[src/rtl/srts_pkg.sv]
// ----------------------------------------------------------------------------
// srts_pkg
// Types and constants shared by the sorted run table search unit.
// ----------------------------------------------------------------------------
package srts_pkg;

  localparam int TABLE_DEPTH = 1024;
  localparam int KEY_W       = 32;
  localparam int BLK_W       = 32;
  localparam int IDX_W       = $clog2(TABLE_DEPTH);
  localparam int CNT_W       = $clog2(TABLE_DEPTH + 1);

  localparam logic [CNT_W-1:0] DEPTH_CNT = CNT_W'(TABLE_DEPTH);

  // function codes
  localparam logic [1:0] FN_INSERT = 2'd0;
  localparam logic [1:0] FN_FIND   = 2'd1;
  localparam logic [1:0] FN_BOUND  = 2'd2;

  // status codes
  localparam logic [1:0] ST_OK   = 2'd0;
  localparam logic [1:0] ST_FULL = 2'd1;
  localparam logic [1:0] ST_MISS = 2'd2;

  typedef struct packed {
    logic [1:0]       func;
    logic [KEY_W-1:0] run_first_key;
    logic [KEY_W-1:0] run_last_key;
    logic [BLK_W-1:0] run_block;
    logic [KEY_W-1:0] search_key;
    logic             past_exact_hit;
  } in_item_t;

  typedef struct packed {
    logic [1:0]       status;
    logic [CNT_W-1:0] run_index;
    logic [BLK_W-1:0] found_block;
    logic [KEY_W-1:0] found_first_key;
    logic [KEY_W-1:0] found_last_key;
    logic [CNT_W-1:0] run_total;
  } out_item_t;

  // one table row as stored
  typedef struct packed {
    logic [KEY_W-1:0] first_key;
    logic [KEY_W-1:0] last_key;
    logic [BLK_W-1:0] block;
  } run_row_t;

  // controller to datapath
  typedef struct packed {
    logic latch;       // capture the accepted item
    logic insert;      // append run or flag full
    logic set_miss;    // result is a plain miss
    logic init_search; // open the search window
    logic issue_read;  // read the middle row
    logic step;        // narrow the window after a failed compare
    logic fin_hit;     // result from a containing run
    logic fin_miss;    // window empty: apply miss rules
    logic load_out;    // move result into output register
  } srts_cmd_t;

  // datapath to controller
  typedef struct packed {
    logic [1:0] func;
    logic       reject;     // find key outside level range or table empty
    logic       probe_live; // search window not empty
    logic       hit;        // row just read holds the key
  } srts_sts_t;

endpackage

[src/rtl/srts_ctrl.sv]
// ----------------------------------------------------------------------------
// srts_ctrl
// Sequencer for insert, find and bound search; owns the output valid.
// ----------------------------------------------------------------------------
module srts_ctrl import srts_pkg::*; (
  input  logic      clk,
  input  logic      rst_n,
  input  logic      in_valid,
  output logic      in_stall,
  output logic      out_valid,
  input  logic      out_stall,
  input  srts_sts_t sts,
  output srts_cmd_t cmd
);

  localparam logic [2:0] S_IDLE  = 3'd0;
  localparam logic [2:0] S_DISP  = 3'd1;
  localparam logic [2:0] S_PROBE = 3'd2;
  localparam logic [2:0] S_CMP   = 3'd3;
  localparam logic [2:0] S_DONE  = 3'd4;

  logic [2:0] state_r, state_nxt;
  logic       out_valid_r, out_valid_nxt;
  logic       slot_free;

  assign in_stall  = state_r != S_IDLE;
  assign out_valid = out_valid_r;
  assign slot_free = !out_valid_r || !out_stall;

  always_comb begin
    state_nxt = state_r;
    cmd       = '0;
    case (state_r)
      S_IDLE: begin
        if (in_valid) begin
          cmd.latch = 1'b1;
          state_nxt = S_DISP;
        end
      end
      S_DISP: begin
        case (sts.func)
          FN_INSERT: begin
            cmd.insert = 1'b1;
            state_nxt  = S_DONE;
          end
          FN_FIND: begin
            if (sts.reject) begin
              cmd.set_miss = 1'b1;
              state_nxt    = S_DONE;
            end else begin
              cmd.init_search = 1'b1;
              state_nxt       = S_PROBE;
            end
          end
          FN_BOUND: begin
            cmd.init_search = 1'b1;
            state_nxt       = S_PROBE;
          end
          default: begin
            cmd.set_miss = 1'b1;
            state_nxt    = S_DONE;
          end
        endcase
      end
      S_PROBE: begin
        if (sts.probe_live) begin
          cmd.issue_read = 1'b1;
          state_nxt      = S_CMP;
        end else begin
          cmd.fin_miss = 1'b1;
          state_nxt    = S_DONE;
        end
      end
      S_CMP: begin
        if (sts.hit) begin
          cmd.fin_hit = 1'b1;
          state_nxt   = S_DONE;
        end else begin
          cmd.step  = 1'b1;
          state_nxt = S_PROBE;
        end
      end
      S_DONE: begin
        // hold until the output register can take the result
        if (slot_free) begin
          cmd.load_out = 1'b1;
          state_nxt    = S_IDLE;
        end
      end
      default: state_nxt = S_IDLE;
    endcase
  end

  always_comb begin
    out_valid_nxt = out_valid_r;
    if (cmd.load_out)     out_valid_nxt = 1'b1;
    else if (!out_stall)  out_valid_nxt = 1'b0;
  end

  always_ff @(posedge clk) begin
    if (!rst_n) begin
      state_r     <= S_IDLE;
      out_valid_r <= 1'b0;
    end else begin
      state_r     <= state_nxt;
      out_valid_r <= out_valid_nxt;
    end
  end

  a_load_free: assert property (@(posedge clk) disable iff (!rst_n)
    cmd.load_out |-> slot_free)
    else $error("result loaded over an item still waiting");

  a_done_valid: assert property (@(posedge clk) disable iff (!rst_n)
    cmd.load_out |=> out_valid_r && state_r == S_IDLE)
    else $error("loaded result not presented");

  a_cmp_after_read: assert property (@(posedge clk) disable iff (!rst_n)
    state_r == S_CMP |-> $past(cmd.issue_read))
    else $error("compare without a row read");

endmodule

[config.mk]
export PLATFORM = sky130hd
export DESIGN_NAME = srts_ctrl
export DESIGN_NICKNAME = d
export VERILOG_FILES = /design/src/rtl/srts_pkg.sv /design/src/rtl/srts_ctrl.sv
export SDC_FILE = /design/constraint.sdc
export NUM_CORES = 1
export LEC_CHECK = 0
export BUFFER_PORTS_ARGS = -buffer_cell sky130_fd_sc_hd__buf_4
export CORE_AREA = 2 2 39 41
export DETAILED_ROUTE_END_ITERATION = 8
export DIE_AREA = 0 0 41 43
export HOLD_SLACK_MARGIN = 0.1
export PLACE_DENSITY = 0.66
export SYNTH_ARGS = -nofsm -noshare
export SYNTH_HDL_FRONTEND = slang
export SYNTH_SLANG_ARGS = --single-unit
[constraint.sdc]
create_clock -name clk -period 1.1 [get_ports clk]
set_input_delay 0.275 -clock clk [delete_from_list [all_inputs] [get_ports clk]]
set_output_delay 0.275 -clock clk [all_outputs]
set_load 0.01 [all_outputs]
==> flow_metrics.env, run 1 <==
export IMPL_outcome="finished, violations left"
export IMPL_failed_checks="setup timing"
export IMPL_power_density_nw_per_um2=786.3
export IMPL_grt_util_met1_pct=14.15
export IMPL_cts_tree="yes"
export IMPL_clock_power_share_pct=37.9
export IMPL_io_buffers=19
export IMPL_yosysWarningCount=0
export IMPL_worstReg2RegStart="state_r[1]"
export IMPL_num_fill_cells=134
export IMPL_routed_via_density=4.634
export IMPL_ios=20
export IMPL_die_h_um=43
export IMPL_multi_input_area_um2=290.3
export IMPL_worstSkewPairLatency_ns=0.24
export IMPL_antenna_found_initial=0
export IMPL_layout_min_cycle_time_ns=1.440
export IMPL_yosys_area_top_type_share_pct=22.15
export IMPL_path_clk_slew_ns=0.04
export IMPL_clockBufferDepth=2
export IMPL_start_util_pct=26.13
export IMPL_register_area_um2=86.33
export IMPL_antenna_cells=0
export IMPL_die_area_um2=1763
export IMPL_yosysTopAreaCell="dfxtp_1"
export IMPL_yosysUniqueCellTypes=23
export IMPL_wl_per_cell_um=9.989
export IMPL_cp_required_ns=0.82
export IMPL_syn2layout_area_growth_pct=80.28
export IMPL_cts_sinks=4
export IMPL_setup_ws_ns=-0.3403
export IMPL_crit_type="register to output pin"
export IMPL_cts_htree_levels=1
export IMPL_hpwl_um=694.7
export IMPL_die_x_um=41
export IMPL_postRouteAntennaNets=0
export IMPL_drive_gt1_share_pct=61.04
export IMPL_netlist_top_cells_area="dfxtp_1 22%, ha_1 10%, nor2b_1 8.7%"
export IMPL_cts_buffers=3
export IMPL_grt_remaining_overflow=0
export IMPL_drtIter0Drc=3
export IMPL_grt_pass1_vias=352
export IMPL_p_int_mw=0.3662
export IMPL_grt_total_usage_pct=11.24
export IMPL_vias=431
export IMPL_seq_area_frac_synth_pct=22.15
export IMPL_hold_class="input pin to register"
export IMPL_ff2ff_path_depth=6
export IMPL_grt_max_degree=8
export IMPL_dr_pass1_iters=2
export IMPL_worstHoldPathCells=3
export IMPL_skew_ns=0.001403
export IMPL_nets=91
export IMPL_p_switching_mw=0.1464
export IMPL_leakagePower_nw=0.3178
export IMPL_top_usage_layer="met2"
export IMPL_met2_usage_pct=15.63
export IMPL_p_seq_share_pct=31.2
export IMPL_ys_ff_latch=4
export IMPL_syn_cell_area_um2=361.6
export IMPL_grt_pass1_wl_mm=1.331
export IMPL_tightestPinTransition_ns=0.2449
export IMPL_place_congestion=0.6604
export IMPL_drv_cap=0
export IMPL_cp_arrival_ns=1.17
export IMPL_avgSynthCellArea_um2=7.533
export IMPL_period_share_pct=130.9
export IMPL_relSlewSlack_pct=83.50
export IMPL_combPwrFrac_pct=30.9
export IMPL_grt_use_met3_pct=3.141
export IMPL_crit_fanout=4
export IMPL_startpoint_type="register"
export IMPL_finalHoldViolCount=0
export IMPL_max_freq_mhz=694.3
export IMPL_synthCells=48
export IMPL_reg2reg_slack_ns=-0.04
export IMPL_timing_rr_end="state_r[2]"
export IMPL_place_area_um2=584.3
export IMPL_hold_start="rst_n"
export IMPL_fin_area_um2=651.9
export IMPL_rows=14
export IMPL_hold_end="state_r[0]"
export IMPL_route_detailed_drc=0
export IMPL_post_place_ws_ns=-0.2399
export IMPL_maxSlewViolCount=0
export IMPL_mappedNetlistNets=60
export IMPL_rsz0062_at_grt="yes"
export IMPL_finalSetupViolCount=12
export IMPL_critical_path_endpoint_type="output pin"
export IMPL_switching_share_pct=28.55
export IMPL_core_area_um2=1384
export IMPL_vdd_drop_max_v=0.0004236
export IMPL_cts_root_buf="clkbuf_4"
export IMPL_routed_wl_um=929
routing by layer:
| metal | part of all wire, % | vias to the layer above |
|---|---|---|
| li1 | - | 220 |
| met1 | 43 | 190 |
| met2 | 46 | 19 |
| met3 | 9.6 | 2 |
| met4 | 1.4 | 0 |
| met5 | 0 | - |
critical path, stage by stage, from the launching register on:
cell and delay [ns]:
dfxtp_2 0.34, buf_4 0.14, or3_1 0.32, buf_6 0.13
flip-flops by register name (all words and copies together) (netlist names):
name and count:
out_valid 1, state_r 3
how the worst max path moves through the flow:
stage,from,end,slack [ns],cells after the start
after CTS,state_r[2],cmd[5],-0.35,4
after global routing,state_r[2],cmd[5],-0.39,4
after floorplan,state_r[1],cmd[5],-0.01,4
after detailed placement,sts[4],cmd[5],-0.24,7
after global placement,sts[4],cmd[5],-0.22,7
final,state_r[1],in_stall,-0.34,3
Yosys cell counts:
cell	number
nor3b_4	1
nand4bb_1	1
a21boi_0	1
nor3_1	2
o211ai_1	2
a21boi_1	1
nand2b_1	1
buf_4	1
nor2_1	5
a21oi_1	2
ha_1	3
nand2_1	6
nand3_1	1
and3_1	2
dfxtp_1	4
o21a_1	1
and2_1	2
or3_1	1
o211ai_2	1
o21ai_0	1
inv_1	3
buf_2	1
nor2b_1	5
logic make-up after synthesis:
logic type	after synthesis	share of synthesized area, %
simple gates	27	42.91
compound gates	9	17.99
buf+inv	5	6.574
flops	4	22.15
fa+ha+maj	3	10.38
area by class of cell:
| type | instances | area share, % |
|---|---|---|
| Clock buffer | 3 | 3.455 |
| Sequential cell | 4 | 13.24 |
| Multi-Input combinational cell | 39 | 44.53 |
| Timing Repair Buffer | 28 | 33.97 |
| Tap cell | 16 | 3.071 |
| Inverter | 3 | 1.727 |
what timing repair did:
| action | 4_1_cts | 5_1_grt |
|---|---|---|
| endpoints found under the hold margin | 0 | 0 |
| endpoints found under the setup margin | 11 | 13 |
| pin swaps | 3 | 5 |
| gates resized for setup | 5 | 7 |
| buffers inserted | 0 | 2 |
| hold buffers | 0 | 0 |
layout by cell type, fill, tap and decap left out, drive strengths merged:
master	netlist	final
buf	2	28
nand2	6	6
nor2b	5	5
nor2	5	5
dfxtp	4	4
clkbuf	0	3
inv	3	3
o211ai	3	3
ha	3	3
and3	2	2
a21oi	2	2
and2	2	2
nor3	2	2
a21boi	2	2
or3	1	1
nor3b	1	1
o21a	1	1
nand2b	1	1
o21ai	1	1
nand3	1	1
nand4bb	1	1
power by group through the flow:
stage / combinational, mW / clock (mW) / sequential [mW]
2_1_floorplan: 0.0718 / 0 / 0.162
3_3_place_gp: 0.143 / 0 / 0.162
3_5_place_dp: 0.144 / 0 / 0.162
4_1_cts: 0.149 / 0.193 / 0.162
5_1_grt: 0.174 / 0.205 / 0.160
6_report: 0.158 / 0.194 / 0.160
through the flow:
step                      total power, mW   TNS, ns  util (%)  cells  hold WS, ns
after floorplan                    0.2339  -0.02297         -     48       0.3911
after global placement             0.3047    -1.189     42.22     88       0.4900
after detailed placement           0.3061    -1.267     42.22     88       0.4959
after CTS                          0.5044    -3.150     44.67     91       0.2926
after global routing               0.5393    -3.845     47.11     93       0.3069
final                              0.5126    -3.092     47.11     93       0.2968
Note: power is estimated with default switching activity, not from simulation.
==> inputs of run 2 (changes only) <==
--- a/config.mk
+++ b/config.mk
@@ -7,6 +7,7 @@
 export LEC_CHECK = 0
 export BUFFER_PORTS_ARGS = -buffer_cell sky130_fd_sc_hd__buf_4
 export CORE_AREA = 2 2 39 41
+export CTS_CLUSTER_DIAMETER = 150
 export DETAILED_ROUTE_END_ITERATION = 8
 export DIE_AREA = 0 0 41 43
 export HOLD_SLACK_MARGIN = 0.1
==> constraint.sdc (replaced) <==
create_clock -name clk -period 1.1 [get_ports clk]
set_input_delay 0.22 -clock clk [delete_from_list [all_inputs] [get_ports clk]]
set_output_delay 0.22 -clock clk [all_outputs]
set_load 0.05 [all_outputs]
==> run 2 against run 1 <==
Compared with the run above:
- the flow still finishes with violations (setup timing)
- final area grew 18%
- clock skew rose by 0.0058 ns
- final cell count rose by 2.2%
- non-clock buffer count is 1 higher
- core utilization rose by 8.5 points
- via count is 1.2% higher
- power rose by 20%
- hold slack worse by 0.063 ns
- maximum frequency fell by 2.1%
- sequential power hardly changed
- largest cell class unchanged
- highest routed layer unchanged
==> flow_metrics.env, run 2 (same netlist as run 1, synthesis figures left out) <==
export IMPL_outcome="finished, violations left"
export IMPL_failed_checks="setup timing"
export IMPL_nets=92
export IMPL_cts_htree_levels=1
export IMPL_place_congestion=0.6710
export IMPL_routed_wl_met3_um=48
export IMPL_max_freq_mhz=679.6
export IMPL_place_inst=90
export IMPL_drt_met1_wl_um=373
export IMPL_cts_root_buf="clkbuf_4"
export IMPL_startpoint_type="register"
export IMPL_routed_via_density=4.589
export IMPL_leakagePower_nw=0.3451
export IMPL_grt_pass1_vias=411
export IMPL_ios=20
export IMPL_grt_total_usage_pct=13.14
export IMPL_wl_per_cell_um=9.737
export IMPL_drive_gt1_share_pct=69.62
export IMPL_final_common_cell="buf_4"
export IMPL_finalPower_mw=0.6168
export IMPL_cts_sinks=4
export IMPL_die_h_um=43
export IMPL_crit_type="register to output pin"
export IMPL_post_place_ws_ns=-0.2695
export IMPL_finalSetupViolCount=10
export IMPL_rows=14
export IMPL_instances_no_fill=95
export IMPL_routed_wl_um=925
export IMPL_tightestPinTransition_ns=0.2582
export IMPL_cts_buffers=3
export IMPL_maxSlewViolCount=0
export IMPL_cp_required_ns=0.88
export IMPL_num_fill_cells=125
export IMPL_antenna_cells=0
export IMPL_finalHoldViolCount=0
export IMPL_grt_pass1_wl_mm=1.552
export IMPL_layout_min_cycle_time_ns=1.471
export IMPL_skew_ns=0.007214
export IMPL_postRouteAntennaNets=0
export IMPL_route_detailed_drc=0
export IMPL_vdd_drop_max_v=0.0003973
export IMPL_clockBufferDepth=2
export IMPL_grt_remaining_overflow=0
export IMPL_io_buffers=19
export IMPL_wl_met2_um=485
export IMPL_drtIter0Drc=4
export IMPL_antenna_found_initial=0
export IMPL_die_x_um=41
export IMPL_grt_max_degree=7
export IMPL_relSlewSlack_pct=82.77
export IMPL_worstSkewPairLatency_ns=0.25
export IMPL_die_area_um2=1763
export IMPL_fin_util_pct=55.61
export IMPL_power_density_nw_per_um2=801.6
export IMPL_crit_fanout=4
export IMPL_cp_arrival_ns=1.25
export IMPL_syn2layout_area_growth_pct=112.8
export IMPL_hpwl_um=750.8
export IMPL_dr_max_layer_used="met4"
export IMPL_rsz0062_at_grt="yes"
export IMPL_core_area_um2=1384
export IMPL_setup_ws_ns=-0.3714
export IMPL_path_clk_slew_ns=0.04
export IMPL_vias=436
export IMPL_final_cell_mix="19 x buf_4, 5 x buf_8, 5 x buf_6"
export IMPL_largest_register="state_r"
export IMPL_start_util_pct=26.13
export IMPL_cts_tree="yes"
export IMPL_critical_path_endpoint_type="output pin"
export IMPL_period_share_pct=133.8
export IMPL_hold_class="input pin to register"
export IMPL_drv_cap=0
export IMPL_largest_register_ffs=3
export IMPL_dr_pass1_iters=3
## run 2: cell types whose count changed in the layout (fill, tap and decap cells not counted), moves of 2 or more
cell	delta
and3_1	-2
buf_4	-6
buf_6	+2
buf_8	+5
ha_1	+2
ha_2	-2
inv_2	-2
nand2_1	-2
nand2_2	+2
nor2_1	-3
nor2_4	+4
## run 2: stage by stage
stage	instance area, µm²	hold WS (ns)	TNS (ns)
2_1_floorplan	437.9	0.3263	-0.3346
3_3_place_gp	649.4	0.4727	-1.378
3_5_place_dp	649.4	0.4768	-1.536
4_1_cts	743.2	0.2341	-3.513
5_1_grt	769.5	0.2350	-3.963
6_report	769.5	0.2338	-3.346
## run 2: final timing paths
| kind | end | from | cells past startpoint | slack [ns] |
|---|---|---|---|---|
| setup reg to reg | state_r[2] | state_r[0] | 5 | 0.05 |
| hold / removal | state_r[0] | rst_n | 3 | 0.23 |
| setup / recovery | cmd[5] | state_r[0] | 4 | -0.37 |
| hold reg to reg | out_valid | out_valid | 2 | 0.48 |
## run 2: worst max-delay path, stage by stage (launching register included)
cell and delay (ns):
dfxtp_4 0.35, nor3b_4 0.27, o211ai_2 0.17, inv_4 0.08, buf_8 0.13
## run 2: layout make-up
type	instances	area, µm²	area share [%]
multi-input combinational	39	349.1	45.37
clock buffer	4	26.28	3.415
inverter	3	13.76	1.789
sequential	4	86.33	11.22
tap	16	20.02	2.602
timing repair buffer	29	274.0	35.61
## run 2: what timing repair did
action | CTS | global route
gates resized for setup | 19 | 5
pin swaps | 3 | 5
setup endpoints to repair | 10 | 11
hold buffers | 0 | 0
endpoints found under the hold margin | 0 | 0
buffers inserted | 0 | 1
## run 2: power by group
| group | total, mW | switching (mW) | internal (mW) | leakage, nW |
|---|---|---|---|---|
| Sequential | 0.159 | 0.00706 | 0.152 | 0.0342 |
| Clock | 0.210 | 0.0728 | 0.137 | 0.0150 |
| Combinational | 0.248 | 0.130 | 0.118 | 0.296 |
## run 2: per-layer routing
layer,up-vias,GRT usage [%]
met5,-,0
li1,223,-
met1,196,13.46
met3,2,4.712
met2,15,21.25
met4,0,8.000
==> inputs of run 3 (changes only) <==
--- a/config.mk
+++ b/config.mk
@@ -11,7 +11,7 @@
 export DETAILED_ROUTE_END_ITERATION = 8
 export DIE_AREA = 0 0 41 43
 export HOLD_SLACK_MARGIN = 0.1
-export PLACE_DENSITY = 0.66
+export PLACE_DENSITY = 0.64
 export SYNTH_ARGS = -nofsm -noshare
 export SYNTH_HDL_FRONTEND = slang
 export SYNTH_SLANG_ARGS = --single-unit
==> constraint.sdc (replaced) <==
create_clock -name clk -period 1.82 [get_ports clk]
set_input_delay 0.364 -clock clk [delete_from_list [all_inputs] [get_ports clk]]
set_output_delay 0.364 -clock clk [all_outputs]
set_load 0.05 [all_outputs]
==> run 3 against run 2 <==
Compared with the run above:
- the run now ends clean
- sequential cell count stayed put
- power is 49% lower
- die area stayed put
==> flow_metrics.env, run 3 (same netlist as run 1, synthesis figures left out) <==
export IMPL_outcome="complete, no violations"
export IMPL_register_area_um2=80.08
export IMPL_cp_arrival_ns=1.31
export IMPL_final_cell_mix="20 x buf_4, 6 x nand2_1, 5 x nor2_1, 5 x nor2b_1, 4 x dfxtp_1"
export IMPL_start_util_pct=26.13
export IMPL_nets=83
export IMPL_path_clk_slew_ns=0.04
export IMPL_p_switching_mw=0.1072
export IMPL_max_freq_mhz=598.9
export IMPL_ios=20
export IMPL_drtIter0Drc=2
export IMPL_cts_tree="yes"
export IMPL_startpoint_type="register"
export IMPL_skew_ns=0.007724
export IMPL_hold_buffers=0
export IMPL_cp_required_ns=1.46
export IMPL_antenna_found_initial=0
export IMPL_core_area_um2=1384
export IMPL_postRouteAntennaNets=0
export IMPL_place_inst=82
export IMPL_routed_wl_um=787
export IMPL_place_congestion=0.6650
export IMPL_antenna_cells=0
export IMPL_post_cts_buffers=0
export IMPL_critical_path_endpoint_type="output pin"
export IMPL_power_density_nw_per_um2=577.7
export IMPL_multi_input_area_um2=262.8
export IMPL_cts_buffers=3
export IMPL_maxSlewViolCount=0
export IMPL_hold_class="input pin to register"
export IMPL_post_cts_resized=0
export IMPL_leakagePower_nw=0.2762
export IMPL_rsz0062_at_grt="no"
export IMPL_switching_share_pct=33.93
export IMPL_crit_type="register to output pin"
export IMPL_finalHoldViolCount=0
export IMPL_num_fill_cells=144
export IMPL_crit_fanout=7
export IMPL_whs_ns=0.3877
export IMPL_grt_max_degree=11
export IMPL_combPwrFrac_pct=32.8
export IMPL_cts_root_buf="clkbuf_4"
export IMPL_vdd_drop_max_v=0.0003680
export IMPL_die_x_um=41
export IMPL_die_area_um2=1763
export IMPL_syn2layout_area_growth_pct=51.21
export IMPL_hpwl_um=636.7
export IMPL_drive_gt1_share_pct=37.68
export IMPL_grt_pass1_wl_mm=1.242
export IMPL_grt_total_usage_pct=10.33
export IMPL_grt_remaining_overflow=0
export IMPL_clockBufferDepth=2
export IMPL_routed_via_density=4.506
export IMPL_p_seq_share_pct=30.8
export IMPL_instances_no_fill=85
export IMPL_largest_register_ffs=3
export IMPL_cts_sinks=4
export IMPL_clock_power_share_pct=36.4
export IMPL_wl_per_cell_um=9.259
export IMPL_rows=14
export IMPL_cts_htree_levels=1
export IMPL_relSlewSlack_pct=77.98
export IMPL_tightestPinTransition_ns=0.3298
export IMPL_tns_ns=0
export IMPL_grt_pass1_vias=329
export IMPL_vias=383
export IMPL_worstSkewPairLatency_ns=0.24
export IMPL_dr_pass1_iters=3
export IMPL_die_h_um=43
export IMPL_final_common_cell="buf_4"
export IMPL_p_int_mw=0.2087
export IMPL_route_detailed_drc=0
export IMPL_finalSetupViolCount=0
export IMPL_layout_min_cycle_time_ns=1.670
export IMPL_drv_cap=0
export IMPL_largest_register="state_r"
export IMPL_period_share_pct=91.75
export IMPL_io_buffers=19
[run 3: power groups by stage]
stage / registers (mW) / logic, mW / clock network, mW
after floorplan: 0.100 / 0.0655 / 0
after global placement: 0.0988 / 0.104 / 0
after detailed placement: 0.0987 / 0.105 / 0
after CTS: 0.0974 / 0.105 / 0.118
after global routing: 0.0978 / 0.114 / 0.121
final: 0.0974 / 0.104 / 0.115
[run 3: path summary, 6_finish.rpt]
kind                   start          to  slack, ns  cells after the start
setup / recovery  state_r[2]      cmd[5]       0.15                      4
hold / removal         rst_n  state_r[0]       0.39                      3
setup reg to reg  state_r[1]  state_r[1]       0.78                      3
hold reg to reg    out_valid   out_valid       0.50                      2
[run 3: through the flow]
step	util [%]	setup WS (ns)	cell area, µm²	total power, mW
after detailed placement	37.88	0.2004	524.3	0.2033
after global placement	37.88	0.2156	524.3	0.2026
after global routing	39.51	0.07745	546.8	0.3329
after CTS	39.51	0.1373	546.8	0.3201
after floorplan	-	0.1771	366.6	0.1658
final	39.51	0.1502	546.8	0.3159
[run 3: worst max-delay path, cell delays in order (launching register included)]
cell	delay [ns]
dfxtp_1	0.38
nor3b_4	0.29
o211ai_2	0.14
inv_1	0.07
buf_4	0.18
[run 3: layout make-up]
cell class                      instances  share of cell area, %
Sequential cell                         4                  14.65
Inverter                                3                  2.059
Clock buffer                            3                  4.119
Tap cell                               16                  3.661
Multi-Input combinational cell         39                  48.05
Timing Repair Buffer                   20                  27.46
[run 3: per-layer routing]
| metal | vias up | wire, µm | global-route usage (%) |
|---|---|---|---|
| met2 | 19 | 340 | 14.37 |
| met3 | 0 | 73 | 6.283 |
| met4 | 0 | 0 | 2.000 |
| li1 | 204 | - | - |
| met1 | 160 | 373 | 13.46 |
| met5 | - | 0 | 0 |
